## src/design/slrr_pkg.sv

```systemverilog
// ----------------------------------------------------------------------------
// slrr_pkg
// Shared constants and types of the shuffled Park-Miller range generator.
// ----------------------------------------------------------------------------
package slrr_pkg;

  // Park-Miller minimal standard generator
  localparam logic [14:0] PM_MULT      = 15'd16807;
  localparam logic [30:0] PM_MOD       = 31'h7FFF_FFFF;
  localparam int          WARMUP_EXTRA = 8;

  // 2^31, the dividend of the rejection limit
  localparam logic [31:0] HALF_RANGE = 32'h8000_0000;

  // remainder unit width
  localparam int DIV_BITS = 32;

  typedef struct packed {
    logic                start;
    logic [DIV_BITS-1:0] dividend;
    logic [DIV_BITS-1:0] divisor;
  } slrr_div_req_t;

  typedef struct packed {
    logic                done;
    logic [DIV_BITS-1:0] remainder;
  } slrr_div_rsp_t;

endpackage

```

## src/design/slrr_intf.sv

```systemverilog
// ----------------------------------------------------------------------------
// slrr channel interfaces
// Valid/ready channels for requests, results and the seed register.
// ----------------------------------------------------------------------------
interface slrr_req_if;
  logic               valid;
  logic               ready;
  logic signed [31:0] range_low;
  logic signed [31:0] range_high;

  modport source (output valid, range_low, range_high, input ready);
  modport sink   (input valid, range_low, range_high, output ready);
endinterface

interface slrr_rsp_if;
  logic               valid;
  logic               ready;
  logic signed [31:0] random_value;

  modport source (output valid, random_value, input ready);
  modport sink   (input valid, random_value, output ready);
endinterface

interface slrr_cfg_if;
  logic        valid;
  logic        ready;
  logic [30:0] seed;

  modport source (output valid, seed, input ready);
  modport sink   (input valid, seed, output ready);
endinterface

```

## src/design/slrr_rem.sv

```systemverilog
// ----------------------------------------------------------------------------
// slrr_rem
// Restoring remainder unit, one dividend bit per cycle.
// ----------------------------------------------------------------------------
module slrr_rem import slrr_pkg::*; (
  input  logic          clk_i,
  input  logic          rst_ni,
  input  slrr_div_req_t req_i,
  output slrr_div_rsp_t rsp_o
);

  localparam int CNT_W = $clog2(DIV_BITS + 1);

  logic                busy_q;
  logic [CNT_W-1:0]    cnt_q;
  logic [DIV_BITS-1:0] dvd_q;
  logic [DIV_BITS-1:0] rem_q;
  logic                done_q;

  logic [DIV_BITS:0]   trial_d;
  logic [DIV_BITS:0]   sub_d;
  logic [DIV_BITS-1:0] rem_d;

  // divisor stays put for the whole operation; remainder < divisor <= 2^31
  assign trial_d = {rem_q, dvd_q[DIV_BITS-1]};
  assign sub_d   = trial_d - {1'b0, req_i.divisor};
  assign rem_d   = sub_d[DIV_BITS] ? trial_d[DIV_BITS-1:0] : sub_d[DIV_BITS-1:0];

  always_ff @(posedge clk_i or negedge rst_ni) begin
    if (!rst_ni) begin
      busy_q <= 1'b0;
      cnt_q  <= '0;
      dvd_q  <= '0;
      rem_q  <= '0;
      done_q <= 1'b0;
    end else begin
      done_q <= 1'b0;
      if (req_i.start) begin
        busy_q <= 1'b1;
        cnt_q  <= CNT_W'(DIV_BITS);
        dvd_q  <= req_i.dividend;
        rem_q  <= '0;
      end else if (busy_q) begin
        rem_q <= rem_d;
        dvd_q <= {dvd_q[DIV_BITS-2:0], 1'b0};
        cnt_q <= cnt_q - 1'b1;
        if (cnt_q == CNT_W'(1)) begin
          busy_q <= 1'b0;
          done_q <= 1'b1;
        end
      end
    end
  end

  assign rsp_o.done      = done_q;
  assign rsp_o.remainder = rem_q;

endmodule

```

## src/design/shuffled_lcg_random_range.sv

```systemverilog
// ----------------------------------------------------------------------------
// shuffled_lcg_random_range
// Random integer in a signed range from a shuffled Park-Miller generator.
// ----------------------------------------------------------------------------
// Sequence: an empty range returns low with no draw; other ranges run a pending
//   warm-up first, then draws; a span up to 2^31 adds two remainder passes
//   (rejection limit, final reduction); a rejection redraws.
// Flow: one request at a time; bit-serial remainder; MUL then RED per generator step.
// Reset: control, seed (1) and generator state clear at once; the shuffle
//   memory is not cleared, warm-up fills it before its first read.

module shuffled_lcg_random_range import slrr_pkg::*; #(
  parameter int SHUFFLE_DEPTH = 32
) (
  input  logic        clk_i,
  input  logic        rst_ni,
  slrr_cfg_if.sink    cfg_i,
  slrr_req_if.sink    req_i,
  slrr_rsp_if.source  rsp_o
);

  localparam int IDX_W      = $clog2(SHUFFLE_DEPTH);
  localparam int WARM_STEPS = SHUFFLE_DEPTH + WARMUP_EXTRA;
  localparam int CNT_W      = $clog2(WARM_STEPS);
  // width of one slot of the 31-bit output space
  localparam int SLOT_DIV   = 1 + (int'(PM_MOD) - 1) / SHUFFLE_DEPTH;

  typedef enum logic [3:0] {
    ST_IDLE,
    ST_CHECK,
    ST_W_MUL,
    ST_W_RED,
    ST_LIM_START,
    ST_LIM_WAIT,
    ST_D_MUL,
    ST_D_RED,
    ST_D_WB,
    ST_D_CHK,
    ST_MOD_WAIT,
    ST_DONE
  } state_e;

  state_e state_q;

  // request and range
  logic [31:0] lo_q;
  logic [31:0] hi_q;
  logic [31:0] span_q;     // hi - lo + 1, only used when <= 2^31
  logic        wide_q;     // span above 2^31: every draw is taken
  logic [30:0] limit_q;    // largest accepted draw

  // generator
  logic [30:0] seed_q;
  logic        warm_pending_q;
  logic [30:0] lcg_q;
  logic [45:0] prod_q;
  logic [CNT_W-1:0] cnt_q;
  logic [30:0] last_draw_q;
  logic [30:0] draw_q;
  logic [IDX_W-1:0] slot_q;

  // result
  logic [31:0] res_q;
  logic        rsp_valid_q;
  logic [31:0] rsp_value_q;

  // remainder unit
  logic          div_start_q;
  logic [31:0]   div_dividend_q;
  slrr_div_req_t div_req;
  slrr_div_rsp_t div_rsp;

  // shuffle memory
  logic [30:0]      shuf_mem [SHUFFLE_DEPTH];
  logic [30:0]      mem_rdata_q;
  logic             mem_we;
  logic [IDX_W-1:0] mem_waddr;
  logic [30:0]      mem_wdata;
  logic             mem_re;

  // ---------------------------------------------------------------------------
  // combinational helpers
  // ---------------------------------------------------------------------------
  logic [32:0]      diff_d;
  logic [31:0]      fold_d;
  logic [30:0]      lcg_red_d;
  logic [30:0]      seed_fix_d;
  logic [IDX_W-1:0] slot_d;
  logic             req_acc;

  assign req_acc = req_i.valid && req_i.ready;

  // signed hi - lo, 33 bits; negative means empty range
  assign diff_d = {hi_q[31], hi_q} - {lo_q[31], lo_q};

  // x*16807 mod 2^31-1: fold high bits onto low bits, one correction
  assign fold_d    = {1'b0, prod_q[30:0]} + {17'd0, prod_q[45:31]};
  assign lcg_red_d = (fold_d >= {1'b0, PM_MOD}) ? 31'(fold_d - {1'b0, PM_MOD})
                                                : fold_d[30:0];

  // zero or the modulus would lock the generator
  assign seed_fix_d = ((seed_q == '0) || (seed_q == PM_MOD)) ? 31'd1 : seed_q;

  // slot = last_draw / SLOT_DIV against constant thresholds
  always_comb begin
    slot_d = '0;
    for (int k = 1; k < SHUFFLE_DEPTH; k++) begin
      if ({1'b0, last_draw_q} >= 32'(k * SLOT_DIV)) begin
        slot_d = IDX_W'(k);
      end
    end
  end

  // memory access per state: fill in W_RED, read in D_RED, write back in D_WB
  always_comb begin
    mem_we    = 1'b0;
    mem_waddr = slot_q;
    mem_wdata = lcg_q;
    mem_re    = 1'b0;
    case (state_q)
      ST_W_RED: begin
        // last SHUFFLE_DEPTH warm-up steps fill from the top slot down
        if (cnt_q < CNT_W'(SHUFFLE_DEPTH)) begin
          mem_we    = 1'b1;
          mem_waddr = cnt_q[IDX_W-1:0];
          mem_wdata = lcg_red_d;
        end
      end
      ST_D_RED: begin
        mem_re = 1'b1;
      end
      ST_D_WB: begin
        mem_we = 1'b1;
      end
      default: begin
      end
    endcase
  end

  always_ff @(posedge clk_i) begin
    if (mem_we) begin
      shuf_mem[mem_waddr] <= mem_wdata;
    end
    if (mem_re) begin
      mem_rdata_q <= shuf_mem[slot_q];
    end
  end

  // ---------------------------------------------------------------------------
  // remainder unit, shared by limit and final reduction
  // ---------------------------------------------------------------------------
  assign div_req.start    = div_start_q;
  assign div_req.dividend = div_dividend_q;
  assign div_req.divisor  = span_q;

  slrr_rem u_rem (
    .clk_i  (clk_i),
    .rst_ni (rst_ni),
    .req_i  (div_req),
    .rsp_o  (div_rsp)
  );

  // ---------------------------------------------------------------------------
  // sequencer
  // ---------------------------------------------------------------------------
  always_ff @(posedge clk_i or negedge rst_ni) begin
    if (!rst_ni) begin
      state_q        <= ST_IDLE;
      lo_q           <= '0;
      hi_q           <= '0;
      span_q         <= '0;
      wide_q         <= 1'b0;
      limit_q        <= '0;
      seed_q         <= 31'd1;
      warm_pending_q <= 1'b1;
      lcg_q          <= '0;
      prod_q         <= '0;
      cnt_q          <= '0;
      last_draw_q    <= '0;
      draw_q         <= '0;
      slot_q         <= '0;
      res_q          <= '0;
      rsp_valid_q    <= 1'b0;
      rsp_value_q    <= '0;
      div_start_q    <= 1'b0;
      div_dividend_q <= '0;
    end else begin
      div_start_q <= 1'b0;
      slot_q      <= slot_d;   // settles in the cycle after last_draw changes

      if (rsp_valid_q && rsp_o.ready) begin
        rsp_valid_q <= 1'b0;
      end

      // seed write re-arms warm-up; user must write it only while idle; not enforced
      if (cfg_i.valid) begin
        seed_q         <= cfg_i.seed;
        warm_pending_q <= 1'b1;
      end

      case (state_q)
        ST_IDLE: begin
          if (req_acc) begin
            lo_q    <= req_i.range_low;
            hi_q    <= req_i.range_high;
            state_q <= ST_CHECK;
          end
        end

        ST_CHECK: begin
          wide_q <= diff_d[31];
          span_q <= {1'b0, diff_d[30:0]} + 32'd1;
          if (diff_d[32]) begin
            // empty range: answer low, generator untouched
            res_q   <= lo_q;
            state_q <= ST_DONE;
          end else if (warm_pending_q) begin
            lcg_q   <= seed_fix_d;
            cnt_q   <= CNT_W'(WARM_STEPS - 1);
            state_q <= ST_W_MUL;
          end else begin
            state_q <= ST_LIM_START;
          end
        end

        ST_W_MUL: begin
          prod_q  <= lcg_q * PM_MULT;
          state_q <= ST_W_RED;
        end

        ST_W_RED: begin
          lcg_q <= lcg_red_d;
          if (cnt_q == '0) begin
            last_draw_q    <= lcg_red_d;
            warm_pending_q <= 1'b0;
            state_q        <= ST_LIM_START;
          end else begin
            cnt_q   <= cnt_q - 1'b1;
            state_q <= ST_W_MUL;
          end
        end

        ST_LIM_START: begin
          if (wide_q) begin
            state_q <= ST_D_MUL;
          end else begin
            div_start_q    <= 1'b1;
            div_dividend_q <= HALF_RANGE;
            state_q        <= ST_LIM_WAIT;
          end
        end

        ST_LIM_WAIT: begin
          if (div_rsp.done) begin
            // limit = 2^31 - 1 - (2^31 mod span)
            limit_q <= PM_MOD - div_rsp.remainder[30:0];
            state_q <= ST_D_MUL;
          end
        end

        ST_D_MUL: begin
          prod_q  <= lcg_q * PM_MULT;
          state_q <= ST_D_RED;
        end

        ST_D_RED: begin
          lcg_q   <= lcg_red_d;
          state_q <= ST_D_WB;
        end

        ST_D_WB: begin
          // old slot content is the draw; new generator value replaces it
          last_draw_q <= mem_rdata_q;
          draw_q      <= mem_rdata_q;
          state_q     <= ST_D_CHK;
        end

        ST_D_CHK: begin
          if (wide_q) begin
            res_q   <= lo_q + {1'b0, draw_q};
            state_q <= ST_DONE;
          end else if (draw_q > limit_q) begin
            state_q <= ST_D_MUL;   // reject, draw again
          end else begin
            div_start_q    <= 1'b1;
            div_dividend_q <= {1'b0, draw_q};
            state_q        <= ST_MOD_WAIT;
          end
        end

        ST_MOD_WAIT: begin
          if (div_rsp.done) begin
            res_q   <= lo_q + {1'b0, div_rsp.remainder[30:0]};
            state_q <= ST_DONE;
          end
        end

        ST_DONE: begin
          if (!rsp_valid_q || rsp_o.ready) begin
            rsp_value_q <= res_q;
            rsp_valid_q <= 1'b1;
            state_q     <= ST_IDLE;
          end
        end

        default: begin
          state_q <= ST_IDLE;
        end
      endcase
    end
  end

  assign cfg_i.ready        = 1'b1;
  assign req_i.ready        = (state_q == ST_IDLE);
  assign rsp_o.valid        = rsp_valid_q;
  assign rsp_o.random_value = signed'(rsp_value_q);

endmodule

```

## src/flat_wrapper.sv

```systemverilog
// flat-port wrapper written by rule: the top's interface ports become plain ports
module shuffled_lcg_random_range_flat import slrr_pkg::*;
#(
  parameter int SHUFFLE_DEPTH = 32
)
  (clk_i, rst_ni, cfg_i_valid, cfg_i_seed, cfg_i_ready, req_i_valid, req_i_range_low, req_i_range_high, req_i_ready, rsp_o_valid, rsp_o_random_value, rsp_o_ready);
  slrr_cfg_if cfg_i_i ();
  slrr_req_if req_i_i ();
  slrr_rsp_if rsp_o_i ();
  input  logic clk_i;
  input  logic rst_ni;
  input wire logic [$bits(cfg_i_i.valid)-1:0] cfg_i_valid;
  input wire logic [$bits(cfg_i_i.seed)-1:0] cfg_i_seed;
  output wire logic [$bits(cfg_i_i.ready)-1:0] cfg_i_ready;
  input wire logic [$bits(req_i_i.valid)-1:0] req_i_valid;
  input wire logic [$bits(req_i_i.range_low)-1:0] req_i_range_low;
  input wire logic [$bits(req_i_i.range_high)-1:0] req_i_range_high;
  output wire logic [$bits(req_i_i.ready)-1:0] req_i_ready;
  output wire logic [$bits(rsp_o_i.valid)-1:0] rsp_o_valid;
  output wire logic [$bits(rsp_o_i.random_value)-1:0] rsp_o_random_value;
  input wire logic [$bits(rsp_o_i.ready)-1:0] rsp_o_ready;
  assign cfg_i_i.valid = cfg_i_valid;
  assign cfg_i_i.seed = cfg_i_seed;
  assign cfg_i_ready = cfg_i_i.ready;
  assign req_i_i.valid = req_i_valid;
  assign req_i_i.range_low = req_i_range_low;
  assign req_i_i.range_high = req_i_range_high;
  assign req_i_ready = req_i_i.ready;
  assign rsp_o_valid = rsp_o_i.valid;
  assign rsp_o_random_value = rsp_o_i.random_value;
  assign rsp_o_i.ready = rsp_o_ready;
  shuffled_lcg_random_range #(.SHUFFLE_DEPTH(SHUFFLE_DEPTH)) u_core (.clk_i(clk_i), .rst_ni(rst_ni), .cfg_i(cfg_i_i), .req_i(req_i_i), .rsp_o(rsp_o_i));
endmodule
```

## config.mk

```make
export PLATFORM = sky130hd
export DESIGN_NAME = shuffled_lcg_random_range_flat
export DESIGN_NICKNAME = d
export VERILOG_FILES = /design/src/design/slrr_pkg.sv /design/src/design/slrr_intf.sv /design/src/design/slrr_rem.sv /design/src/design/shuffled_lcg_random_range.sv /design/src/flat_wrapper.sv
export SDC_FILE = /design/constraint.sdc
export NUM_CORES = 2
export LEC_CHECK = 0
export BUFFER_PORTS_ARGS = -buffer_cell sky130_fd_sc_hd__buf_2
export CORE_MARGIN = 5
export CORE_UTILIZATION = 60
export CTS_CLUSTER_SIZE = 8
export DETAILED_ROUTE_END_ITERATION = 6
export MAX_ROUTING_LAYER = met4
export PLACE_DENSITY = 0.82
export SLEW_MARGIN = 30
export SYNTH_ARGS = -nofsm -noshare
export SYNTH_HDL_FRONTEND = slang
export SYNTH_SLANG_ARGS = --single-unit
```

## constraint.sdc

```tcl
create_clock -name clk_i -period 7.6 [get_ports clk_i]
set_clock_uncertainty 0.2 [all_clocks]
set_input_delay 0.38 -clock clk_i [delete_from_list [all_inputs] [get_ports clk_i]]
set_output_delay 0.38 -clock clk_i [all_outputs]
set_load 0.01 [all_outputs]
```

==> metrics.md <==
| Metric | Value |
|---|---|
| R2R Path Start | `u_core.lcg_q[21]$_DFFE_PN0P_` |
| Clk sinks | `1481` |
| Max Cap Viol | `0` |
| Final Hold Fails | `0` |
| Post-route ant nets | `0` |
| Vias post-DR | `48.3k` |
| Port bufs | `133` |
| Worst Slack Setup Final | `1.06 ns` |
| CTS buffer count | `204` |
| Metal2 WL | `104000 um` |
| Sequential-to-total area share from yosys stat | `0.575` |
| Met3 routed WL | `21600 um` |
| Total grt overflow | `0` |
| Yosys top cell area share | `0.419` |
| Count of final setup violators | `0` |
| Critical Path AT | `6.96 ns` |
| Finished Core Util | `0.685` |
| Synth unique cells | `102` |
| Final TNS setup | `0 ns` |
| Cell area after synthesis | `0.0733 mm^2` |
| Via/cell ratio | `6.70` |
| CTS tree | `yes` |
| Max-slew violations | `0` |
| Cells after synthesis | `5213` |
| Placer Congestion | `0.966` |
| Startpoint type of the worst setup path | `register` |
| Tightest Hold Check Type | `in -> reg` |
| Root Driver | `clkbuf_16` |
| Die area | `0.129 mm^2` |
| Gr usage total | `0.343` |
| First-pass GRT wire length | `320000 um` |
| Avg Cell Area, Syn | `14.1 um^2` |
| Die H | `360 um` |
| Critical Path Source | `u_core.lcg_q[21]$_DFFE_PN0P_` |
| Yosys warns | `0` |
| Required @ worst endpoint | `8.01 ns` |
| DRC | `0` |
| PostCTS Resize Cnt | `0` |
| Worst Max-Slew Pin Slew | `1.00 ns` |
| CP endpoint kind | `register` |
| Largest net degree at the start of global routing | `163` |
| Layout net count | `6095` |
| Drt wl/cell | `30.1 um` |
| Fin crit period | `6.54 ns` |
| Hold_sp | `req_i_range_low[15]` |
| Fill cell count | `7811` |
| CP max FO | `6` |
| CTS clk-pin slew, worst paths | `0.05 ns` |
| Wl on met1 | `79900 um` |
| FF/Latch Area | `0.0422 mm^2` |
| Post-synth EDFFs | `1023` |
| Initial Util | `0.603` |
| Antenna violations before repair | `9` |
| DP Worst Slack | `1.14 ns` |
| H-tree levels | `4` |
| Post-synth net total | `5783` |
| Fraction of layout cells with a size suffix above 1 | `0.201` |
| Slew HR | `0.333` |
| Ys async rst share | `0.309` |
| DRT Wirelength | `217000 um` |
| FP Rows | `128` |
| Primary FF master, synth | `edfxtp_1` |
| Yosys reg bits | `1481` |
| Boundary pin count | `135` |
| Core area | `0.122 mm^2` |
| Status | `complete, no violations` |
| Pre-antenna DRT Iters | `6` |
| Syn-to-layout area delta | `13.6%` |
| RSZ-0062 raised after global routing | `no` |
| Largest cells by area after synthesis | `edfxtp_1, dfrtp_1, mux4_2` |
| Die Wd | `360 um` |
| Area of the multi-input gates | `0.0296 mm^2` |
| Period utilization | `0.861` |
| WS Path Type | `reg -> reg` |
| Top cells by count, synth | `edfxtp_1, dfrtp_1, nand2_1` |
| Worst-Skew Late Latency | `0.83 ns` |
| Top-count cell post-synth | `edfxtp_1` |
| Hpwl dp | `129000 um` |
| Vias in the first global route | `48.6k` |
| CTS max path bufs | `3` |
| Top layer in use | `met4` |
| DRT iter0 DRCs | `6126` |
| Fmax | `153 MHz` |
| Area leader, netlist | `edfxtp_1` |
==> stage by stage <==
step,hold slack (ns),instance area [um^2],cells
finish,0.136,83200,7221
detailed placement,0.162,76500,6840
floorplan,-0.116,73300,5213
CTS,0.0837,83200,7209
global route,0.124,83200,7220
global placement,0.159,76400,6839
==> layout make-up <==
type                       instances  share of cell area
sequential                      1481               0.507
multi-input combinational       3190               0.355
clock buffer                     254              0.0642
timing repair buffer             339              0.0311
tap                             1625              0.0244
inverter                         309              0.0139
clock inverter                    14             0.00374
antenna                            9            0.000271
==> kinds of logic (layout without fill, tap and decap cells) <==
logic type	Yosys count	count (layout)	share of synthesized area
xor+xnor	179	179	0.0214
compound gates	854	854	0.0747
mux	571	571	0.134
other cells	1	10	0.0000512
flops	1481	1481	0.575
simple gates	1115	1115	0.0714
fa+ha+maj	470	470	0.0943
buf+inv	542	916	0.0283
==> layer usage <==
layer	vias up	track usage
met5	-	-
met4	0	0.145
met3	746	0.0674
met2	3170	0.543
met1	24276	0.442
li1	20155	-
==> registers in the layout (all words and copies together), names as in the netlist, 32 cells and up <==
name	cells
u_core.span_q	32
u_core.prod_q	46
u_core.lo_q	32
u_core.res_q	32
u_core.u_rem.dvd_q	32
u_core.hi_q	32
u_core.shuf_mem	992
u_core.rsp_o.random_value	32
u_core.div_dividend_q	32
u_core.u_rem.rem_q	32
==> timing repair <==
item                                   4_1_cts  5_1_grt
setup buffers                                0        0
endpoints found under the hold margin      210        0
hold buffers                               101        0
==> layout by cell type (no fill, tap or decap), types with 20 or more instances in the layout <==
| master | netlist | final |
|---|---|---|
| xor2_1 | 77 | 77 |
| a31oi_1 | 46 | 45 |
| mux2_2 | 199 | 199 |
| buf_4 | 1 | 95 |
| o21a_1 | 25 | 25 |
| xnor2_1 | 102 | 101 |
| clkbuf_1 | 189 | 47 |
| nand3_1 | 68 | 68 |
| nor2_1 | 249 | 214 |
| inv_1 | 309 | 309 |
| a211oi_1 | 59 | 58 |
| dfrtp_1 | 456 | 449 |
| nand2_1 | 449 | 446 |
| nand4_1 | 43 | 43 |
| and3_1 | 23 | 23 |
| mux4_2 | 311 | 311 |
| nor3_1 | 74 | 71 |
| nor4_1 | 25 | 24 |
| edfxtp_1 | 1023 | 1023 |
| o21ai_0 | 280 | 268 |
| a21o_1 | 58 | 58 |
| clkbuf_16 | 0 | 206 |
| nand2b_1 | 46 | 45 |
| mux2i_1 | 61 | 61 |
| o21bai_1 | 22 | 22 |
| ha_1 | 333 | 333 |
| nor2_4 | 1 | 34 |
| buf_2 | 11 | 132 |
| dlygate4sd3_1 | 0 | 100 |
| a21oi_1 | 169 | 168 |
| or3_1 | 22 | 21 |
| nor2b_1 | 23 | 23 |
| o211ai_1 | 20 | 20 |
| fa_1 | 137 | 137 |
==> worst max-delay path, cell delays in order (launching register included) <==
cell and delay [ns]:
dfrtp_1 0.49, inv_1 0.22, fa_1 0.57, inv_1 0.04, ha_1 0.30, fa_1 0.54
fa_1 0.46, fa_1 0.52, fa_1 0.49, ha_1 0.40, nand2_1 0.10, nor2_1 0.16
nand4_1 0.13, a311o_1 0.33, a21oi_1 0.19, a211oi_1 0.07, nor3_1 0.46, a211oi_1 0.22
o22ai_1 0.20, xnor2_1 0.14, o21ai_0 0.09
==> worst paths after layout <==
path	end	slack, ns	depth (start not counted)
setup / recovery	u_core.prod_q[44]$_DFFE_PN0P_	1.06	20
hold / removal	u_core.lo_q[15]$_DFFE_PN0P_	0.14	3
setup reg to reg	u_core.prod_q[44]$_DFFE_PN0P_	1.06	20
hold reg to reg	u_core.slot_q[3]$_DFF_PN0_	0.21	0
max in group asynchronous	u_core.slot_q[0]$_DFF_PN0_	5.27	5
min in group asynchronous	u_core.hi_q[1]$_DFFE_PN0P_	0.53	4
Power is not shown: default switching activity piles up to over one toggle a cycle in this logic, so the estimate is an artifact.
